--- config.mk ---
export PLATFORM = sky130hd
export DESIGN_NAME = sql_datetime_text_to_epoch_core
export DESIGN_NICKNAME = d
export VERILOG_FILES = /design/src/rtl/sqlte_pkg.sv /design/src/rtl/sql_datetime_text_to_epoch_core.sv /design/src/rtl/sqlte_parse.sv /design/src/rtl/sqlte_calc.sv
export SDC_FILE = /design/constraint.sdc
export NUM_CORES = 2
export LEC_CHECK = 0
export ABC_AREA = 1
export BUFFER_PORTS_ARGS = -buffer_cell sky130_fd_sc_hd__buf_2
export CAP_MARGIN = 5
export CELL_PAD_IN_SITES_DETAIL_PLACEMENT = 1
export CELL_PAD_IN_SITES_GLOBAL_PLACEMENT = 2
export CORE_MARGIN = 4
export CORE_UTILIZATION = 45
export DETAILED_ROUTE_END_ITERATION = 16
export GPL_ROUTABILITY_DRIVEN = 0
export PLACE_DENSITY = 0.91
export SETUP_SLACK_MARGIN = 0.5
export SLEW_MARGIN = 20
export SYNTH_ARGS = -nofsm -noshare
export SYNTH_HDL_FRONTEND = slang
export SYNTH_HIERARCHICAL = 1
export SYNTH_SLANG_ARGS = --single-unit
--- constraint.sdc ---
create_clock -name clk -period 16 [get_ports clk]
set_clock_uncertainty 0.2 [all_clocks]
set_input_delay 1.6 -clock clk [delete_from_list [all_inputs] [get_ports clk]]
set_output_delay 1.6 -clock clk [all_outputs]
set_load 0.05 [all_outputs]
--- src/rtl/sqlte_pkg.sv ---
// ----------------------------------------------------------------------------
// sqlte_pkg
// Shared types, constants and the month table for the date-time text to
// epoch seconds converter.
// ----------------------------------------------------------------------------
package sqlte_pkg;

  localparam int RUN_W      = 14;
  localparam int NUM_FIELDS = 6;
  localparam int CNT_W      = 3;
  localparam int EPOCH_W    = 31;
  localparam int DAYS_W     = 22;
  localparam int TSUM_W     = 26;
  localparam int Q100_W     = 7;
  localparam int MONTH_W    = 4;
  localparam int CUM_W      = 9;

  localparam logic [RUN_W-1:0]   RUN_MAX    = 14'd9999;
  localparam int                 EPOCH_YEAR = 1970;
  localparam int                 LEAPS_BEFORE_EPOCH =
      (EPOCH_YEAR - 1) / 4 - (EPOCH_YEAR - 1) / 100 + (EPOCH_YEAR - 1) / 400;
  localparam int                 DAYS_PER_YEAR = 365;
  localparam int                 SECS_PER_DAY  = 86400;
  localparam int                 SECS_PER_HOUR = 3600;
  localparam int                 SECS_PER_MIN  = 60;
  localparam int                 RECIP_100     = 5243;
  localparam int                 RECIP_SHIFT   = 19;
  localparam logic [EPOCH_W-1:0] RESULT_MAX    = '1;

  localparam logic [7:0] CHAR_ZERO = 8'h30;
  localparam logic [7:0] CHAR_NINE = 8'h39;

  typedef logic [RUN_W-1:0] run_t;
  typedef logic [NUM_FIELDS-1:0][RUN_W-1:0] fields_t;

  // days before the first of the given month, common year
  function automatic logic [CUM_W-1:0] cum_days(input logic [MONTH_W-1:0] month);
    logic [CUM_W-1:0] d;
    case (month)
      4'd1:    d = 9'd0;
      4'd2:    d = 9'd31;
      4'd3:    d = 9'd59;
      4'd4:    d = 9'd90;
      4'd5:    d = 9'd120;
      4'd6:    d = 9'd151;
      4'd7:    d = 9'd181;
      4'd8:    d = 9'd212;
      4'd9:    d = 9'd243;
      4'd10:   d = 9'd273;
      4'd11:   d = 9'd304;
      4'd12:   d = 9'd334;
      default: d = 9'd0;
    endcase
    return d;
  endfunction

endpackage

--- src/rtl/sql_datetime_text_to_epoch_core.sv ---
// ----------------------------------------------------------------------------
// sql_datetime_text_to_epoch_core
// Converts a date-time text, one character per item, to Unix epoch seconds.
//
//   channel | handshake             | payload
//   --------+-----------------------+-------------------------------------
//   input   | in_valid / in_ready   | text_char[7:0], final_char
//   output  | out_valid / out_ready | epoch_seconds[30:0], date_present
//
// One character per cycle while in_ready is high. A final character's result
// passes the stage registers for year division, day count and seconds scale
// and then the output register before it shows on out_valid.
// Synchronous reset empties the pipeline and clears the scanner.
// A stalled output fills the three arithmetic stages; in_ready falls only
// when all of them and the output register hold a result.
// ----------------------------------------------------------------------------
module sql_datetime_text_to_epoch_core (
  input  logic                          clk,
  input  logic                          rst,
  input  logic                          in_valid,
  output logic                          in_ready,
  input  logic [7:0]                    text_char,
  input  logic                          final_char,
  output logic                          out_valid,
  input  logic                          out_ready,
  output logic [sqlte_pkg::EPOCH_W-1:0] epoch_seconds,
  output logic                          date_present
);
  import sqlte_pkg::*;

  logic    accept;
  fields_t fields;

  assign accept = in_valid && in_ready;

  sqlte_parse u_parse (
    .clk        (clk),
    .rst        (rst),
    .accept     (accept),
    .text_char  (text_char),
    .final_char (final_char),
    .fields     (fields)
  );

  sqlte_calc u_calc (
    .clk           (clk),
    .rst           (rst),
    .push          (accept && final_char),
    .push_ready    (in_ready),
    .fields        (fields),
    .out_valid     (out_valid),
    .out_ready     (out_ready),
    .epoch_seconds (epoch_seconds),
    .date_present  (date_present)
  );

endmodule

--- src/rtl/sqlte_parse.sv ---
// ----------------------------------------------------------------------------
// sqlte_parse
// Character scanner: collects digit runs into up to six field values and
// hands the closed set of fields out on the last character of a text.
// ----------------------------------------------------------------------------
module sqlte_parse (
  input  logic              clk,
  input  logic              rst,
  input  logic              accept,
  input  logic [7:0]        text_char,
  input  logic              final_char,
  output sqlte_pkg::fields_t fields
);
  import sqlte_pkg::*;

  run_t             acc;
  logic [CNT_W-1:0] cnt;
  logic             in_run;
  fields_t          fv;

  logic             is_digit;
  logic [3:0]       digit;
  logic [RUN_W+3:0] acc_mul;
  run_t             acc_new;
  run_t             close_val;
  logic             do_close;
  logic             room;
  fields_t          fields_closed;
  logic [CNT_W-1:0] cnt_closed;

  always_comb begin
    is_digit  = (text_char >= CHAR_ZERO) && (text_char <= CHAR_NINE);
    digit     = 4'(text_char - CHAR_ZERO);
    acc_mul   = {acc, 3'b000} + {2'b00, acc, 1'b0} + (RUN_W+4)'(digit);
    acc_new   = (acc_mul > (RUN_W+4)'(RUN_MAX)) ? RUN_MAX : acc_mul[RUN_W-1:0];
    close_val = is_digit ? acc_new : acc;
    do_close  = is_digit ? final_char : in_run;
    room      = cnt < CNT_W'(NUM_FIELDS);
    fields_closed = fv;
    cnt_closed    = cnt;
    if (do_close && room) begin
      fields_closed[cnt] = close_val;
      cnt_closed         = cnt + CNT_W'(1);
    end
  end

  assign fields = fields_closed;

  always_ff @(posedge clk) begin
    if (rst) begin
      acc    <= '0;
      cnt    <= '0;
      in_run <= 1'b0;
      fv     <= '0;
    end else if (accept) begin
      if (final_char) begin
        acc    <= '0;
        cnt    <= '0;
        in_run <= 1'b0;
        fv     <= '0;
      end else begin
        acc    <= is_digit ? acc_new : '0;
        cnt    <= cnt_closed;
        in_run <= is_digit;
        fv     <= fields_closed;
      end
    end
  end

endmodule

--- src/rtl/sqlte_calc.sv ---
// ----------------------------------------------------------------------------
// sqlte_calc
// Three-stage epoch arithmetic with an output register. Stage one divides
// the year by 100, stage two forms day count and time of day, stage three
// scales days to seconds and saturates.
// ----------------------------------------------------------------------------
module sqlte_calc (
  input  logic                         clk,
  input  logic                         rst,
  input  logic                         push,
  output logic                         push_ready,
  input  sqlte_pkg::fields_t           fields,
  output logic                         out_valid,
  input  logic                         out_ready,
  output logic [sqlte_pkg::EPOCH_W-1:0] epoch_seconds,
  output logic                         date_present
);
  import sqlte_pkg::*;

  localparam int QP_W  = RUN_W + 13;
  localparam int SUM_W = 24;
  localparam int PRD_W = DAYS_W + 17;
  localparam int TOT_W = PRD_W + 1;

  logic v1, v2, v3;
  logic en_o, en3, en2, en1;

  assign en_o       = !out_valid || out_ready;
  assign en3        = !v3 || en_o;
  assign en2        = !v2 || en3;
  assign en1        = !v1 || en2;
  assign push_ready = en1;

  always_ff @(posedge clk) begin
    if (rst) begin
      v1        <= 1'b0;
      v2        <= 1'b0;
      v3        <= 1'b0;
      out_valid <= 1'b0;
    end else begin
      if (en1)  v1        <= push;
      if (en2)  v2        <= v1;
      if (en3)  v3        <= v2;
      if (en_o) out_valid <= v3;
    end
  end

  // stage 1
  fields_t          f1;
  logic             date1;
  run_t             ym1_1;
  logic [QP_W-1:0]  qprod;
  logic [MONTH_W-1:0] month1;

  always_ff @(posedge clk) begin
    if (en1) f1 <= fields;
  end

  always_comb begin
    date1 = f1[0] >= RUN_W'(EPOCH_YEAR);
    ym1_1 = f1[0] - RUN_W'(1);
    qprod = QP_W'(ym1_1) * QP_W'(RECIP_100);
    if (f1[1] < RUN_W'(1))       month1 = MONTH_W'(1);
    else if (f1[1] > RUN_W'(12)) month1 = MONTH_W'(12);
    else                         month1 = f1[1][MONTH_W-1:0];
  end

  // stage 2
  logic               date2;
  run_t               ym1_2;
  logic [Q100_W-1:0]  q100_2;
  logic [MONTH_W-1:0] month2;
  run_t               day2, hr2, mn2, sc2;

  always_ff @(posedge clk) begin
    if (en2) begin
      date2  <= date1;
      ym1_2  <= ym1_1;
      q100_2 <= qprod[RECIP_SHIFT+Q100_W-1:RECIP_SHIFT];
      month2 <= month1;
      day2   <= f1[2];
      hr2    <= date1 ? f1[3] : f1[0];
      mn2    <= date1 ? f1[4] : f1[1];
      sc2    <= date1 ? f1[5] : f1[2];
    end
  end

  run_t              rem100;
  logic              r99;
  logic              leap;
  logic [SUM_W-1:0]  yoff;
  logic [SUM_W-1:0]  days_sum;
  logic [DAYS_W-1:0] days_c;
  logic [TSUM_W-1:0] tsum;

  always_comb begin
    // y = ym1 + 1; y % 100 == 0 exactly when ym1 % 100 == 99
    rem100 = ym1_2 - RUN_W'(q100_2) * RUN_W'(100);
    r99    = rem100 == RUN_W'(99);
    leap   = ((ym1_2[1:0] == 2'd3) && !r99) || (r99 && (q100_2[1:0] == 2'd3));
    yoff   = SUM_W'(ym1_2) - SUM_W'(EPOCH_YEAR - 1);
    days_sum = yoff * SUM_W'(DAYS_PER_YEAR)
             + SUM_W'(ym1_2[RUN_W-1:2])
             - SUM_W'(q100_2)
             + SUM_W'(q100_2[Q100_W-1:2])
             - SUM_W'(LEAPS_BEFORE_EPOCH)
             + SUM_W'(cum_days(month2))
             + SUM_W'(leap && (month2 > MONTH_W'(2)))
             + SUM_W'(day2)
             - SUM_W'(1);
    if (!date2 || days_sum[SUM_W-1]) days_c = '0;
    else                              days_c = days_sum[DAYS_W-1:0];
    tsum = TSUM_W'(hr2) * TSUM_W'(SECS_PER_HOUR)
         + TSUM_W'(mn2) * TSUM_W'(SECS_PER_MIN)
         + TSUM_W'(sc2);
  end

  // stage 3
  logic              date3;
  logic [DAYS_W-1:0] days3;
  logic [TSUM_W-1:0] tsum3;
  logic [PRD_W-1:0]  dprod;
  logic [TOT_W-1:0]  total;

  always_ff @(posedge clk) begin
    if (en3) begin
      date3 <= date2;
      days3 <= days_c;
      tsum3 <= tsum;
    end
  end

  always_comb begin
    dprod = PRD_W'(days3) * PRD_W'(SECS_PER_DAY);
    total = TOT_W'(dprod) + TOT_W'(tsum3);
  end

  always_ff @(posedge clk) begin
    if (en_o) begin
      date_present  <= date3;
      epoch_seconds <= (total > TOT_W'(RESULT_MAX)) ? RESULT_MAX
                                                    : total[EPOCH_W-1:0];
    end
  end

endmodule

==> metrics.md <==
| Metric | Value |
|---|---|
| Status | completed |
| Worst hold stages | 0 |
| Ys Warns | 6 |
| Uppermost layer routed | met5 |
| Die height | between 200 and 300 um |
| RSZ-0062 raised after global routing | no |
| Reg-to-reg endpoint | u_calc/days3[21]$_SDFFCE_PP0P_ |
| Max frequency | 0.110 GHz |
| Drt via density | 5.15 |
| CP max FO | 5 |
| Async S/R FF share, synth | 0 |
| # rows | 103 |
| Critical path startpoint | u_calc/q100_2[3]$_DFFE_PP_ |
| Hpwl dp | ~78,000 um |
| IO Count | 47 |
| HP Class | reg2reg |
| # resized after CTS | 0 |
| Synth top cells by count | inv_1, nand2_1, ha_1, fa_1, nand3_1 |
| GRT Overall Usage | 0.231 |
| Finish-stage setup viols | 0 |
| Layout cell share with drive strength beyond 1 | 0.0858 |
| CP arrival | approximately 9200 ps |
| CTS root buffer | clkbuf_16 |
| Max stage delay on crit path | about 520 ps |
| Yosys top cell by area | edfxtp_1 |
| Drt total wl | 96,800 um |
| Sink Count | 353 |
| Yosys cell types | 55 |
| Initial antenna violation count | 1 |
| DIE AREA | about 84,000 um2 |
| DIE WIDTH | around 290 um |
| Hold_ws | 235 ps |
| Final hold vios | 0 |
| Initial Util | 0.454 |
| Wire length on met2 | a little under 50,000 um |
| Reg2reg path depth | 39 |
| Critical Path Sink Type | flip-flop |
| Synth Area per Inst | between 8 and 9 um2 |
| Most common cell in the netlist | inv_1 |
| Critical Path Start Type | flip-flop |
| TNS Setup | 0 ps |
| DR pass1 iterations | 5 |
| Register bit count reported by yosys | between 300 and 400 |
| Tcrit/Tclk final | 0.570 |
| Post-route ant nets | 0 |
| Reg clk slew, reported paths | 60 ps |
| Detailed-route wire length per cell | 18.4 um |
| Sequential-to-total area share from yosys stat | 0.266 |
| Grt ovf | 0 |
| Fill count | ~9,300 |
| ANT cells | 0 |
| Critical Path Slowest Stage Cell | fa_1 |
| Area fraction of the dominant cell type after synthesis | 0.207 |
| Synth Net Count | slightly below 5,000 |
| Core footprint | about 79,000 um2 |
| Nets | 4,958 |
| Worst-Skew Late Latency | slightly below 600 ps |
| Met3 wire len | approximately 2700 um |
| CTS buffer count | 44 |
| Synth area leaders | edfxtp_1, ha_1, fa_1 |
| Crit path required time | 16,090 ps |
| Synthesized instance count | between 4,000 and 5,000 |
| Pin count of the biggest net entering global routing | 95 |
| CP dominant cell by count | ha_1 |
| Drc violations | 0 |
| Post-CTS Setup Inserts | 0 |
| Setup crit end | u_calc/days3[21]$_SDFFCE_PP0P_ |
| DR vias | around 27,000 |
| Post-synth design cell area | around 36,000 um2 |
| Fin. max-slew vios | 0 |
| Slew HR | 0.296 |
| CTS tree | yes |
| Initial DRC count | between 1,000 and 1,500 |
| IO Port Bufs | between 40 and 50 |
| WL met1 | ~42,000 um |
| First-pass GRT wire length | ~160,000 um |
| Htree depth | 2 |
| Crit Path Category | reg2reg |
| Number of global-route vias before repair | 29,707 |
| Core Util, Final | 0.488 |
| Predominant post-synthesis flop cell | edfxtp_1 |
| Post-synth EDFFs | 247 |
| Area grow syn2layout | 7.46% |
| Reg-to-reg slack, setup | 6880 ps |
| CTS max path bufs | 3 |
| Worst slew pin tran | about 1100 ps |
| CTS Hold Bufs | 0 |
| Max-cap viol count | 0 |
| Worst r2r src | u_calc/q100_2[3]$_DFFE_PP_ |
| Period minus WS final | about 9100 ps |
-- worst max-delay path: cells and delay by family, from the launching register on --
| kind | cells | cell delay, ps |
|---|---|---|
| AO/OA/AOI/OAI | 10 | 1830 |
| XOR/XNOR | 2 | 270 |
| adder cells (fa/ha/maj) | 12 | 4130 |
| buffers and inverters | 3 | 210 |
| flip-flops | 1 | 480 |
| AND/OR/NAND/NOR | 12 | 1680 |
-- cell type report --
cell class                      instances  area (um2)  area share
Multi-Input combinational cell       2867       22800       0.591
Sequential cell                       353        9540       0.247
Inverter                              844        3170      0.0822
Tap cell                             1050        1310      0.0341
Clock buffer                           59        1200      0.0311
Timing Repair Buffer                   61         349     0.00906
Clock inverter                         22         199     0.00516
-- per-layer routing --
| layer | vias to the layer above | global-route usage |
|---|---|---|
| met5 | - | 0 |
| met4 | 2 | 0.0639 |
| met3 | 125 | 0.0223 |
| met2 | 356 | 0.424 |
| met1 | 13297 | 0.289 |
| li1 | 13275 | - |
-- worst min-delay path by stage --
stage                                 start                       endpoint  slack (ps)
floorplan            u_calc/date3$_DFFE_PP_  u_calc/date_present$_DFFE_PP_         200
global placement    u_calc/sc2[0]$_DFFE_PP_      u_calc/tsum3[0]$_DFFE_PP_         220
detailed placement  u_calc/sc2[1]$_DFFE_PP_      u_calc/tsum3[1]$_DFFE_PP_         220
CTS                 u_calc/sc2[1]$_DFFE_PP_      u_calc/tsum3[1]$_DFFE_PP_         240
global route        u_calc/sc2[1]$_DFFE_PP_      u_calc/tsum3[1]$_DFFE_PP_         260
finish              u_calc/sc2[1]$_DFFE_PP_      u_calc/tsum3[1]$_DFFE_PP_         240
-- cell families after synthesis --
logic type,after synthesis,synth area share
AOI/OAI and AO/OA,410,0.0630
xor gates and xnor gates,158,0.0386
adders and majority gates,774,0.330
buffers and inverters,917,0.0998
DFF,353,0.266
and+or+nand+nor,1525,0.203
-- metrics by stage --
stage               setup slack [ps]  std cells  instance area, um2
floorplan                       8120       4137               35900
global placement                7260       5175               37100
detailed placement              6980       5175               37100
CTS                             6920       5256               38500
global route                    6320       5256               38500
finish                          6880       5256               38500
-- cells in the final DEF, fill, tap and decap left out, types with 85 or more instances in the layout --
master    count
or2_2        85
fa_1        285
nand2_1     746
dfxtp_1     106
a21oi_1     246
ha_1        489
nand3_1     264
nor2_1      145
xor2_1      107
edfxtp_1    247
inv_1       830
-- sequential cells by signal, indices dropped and copies added (netlist names), 22 cells and up --
signal                count
u_calc/days3             22
u_parse/fv               84
u_calc/epoch_seconds     31
u_calc/f1                84
u_calc/tsum3             26
Power is not shown: default switching activity piles up to over one toggle a cycle in this logic, so the estimate is an artifact.
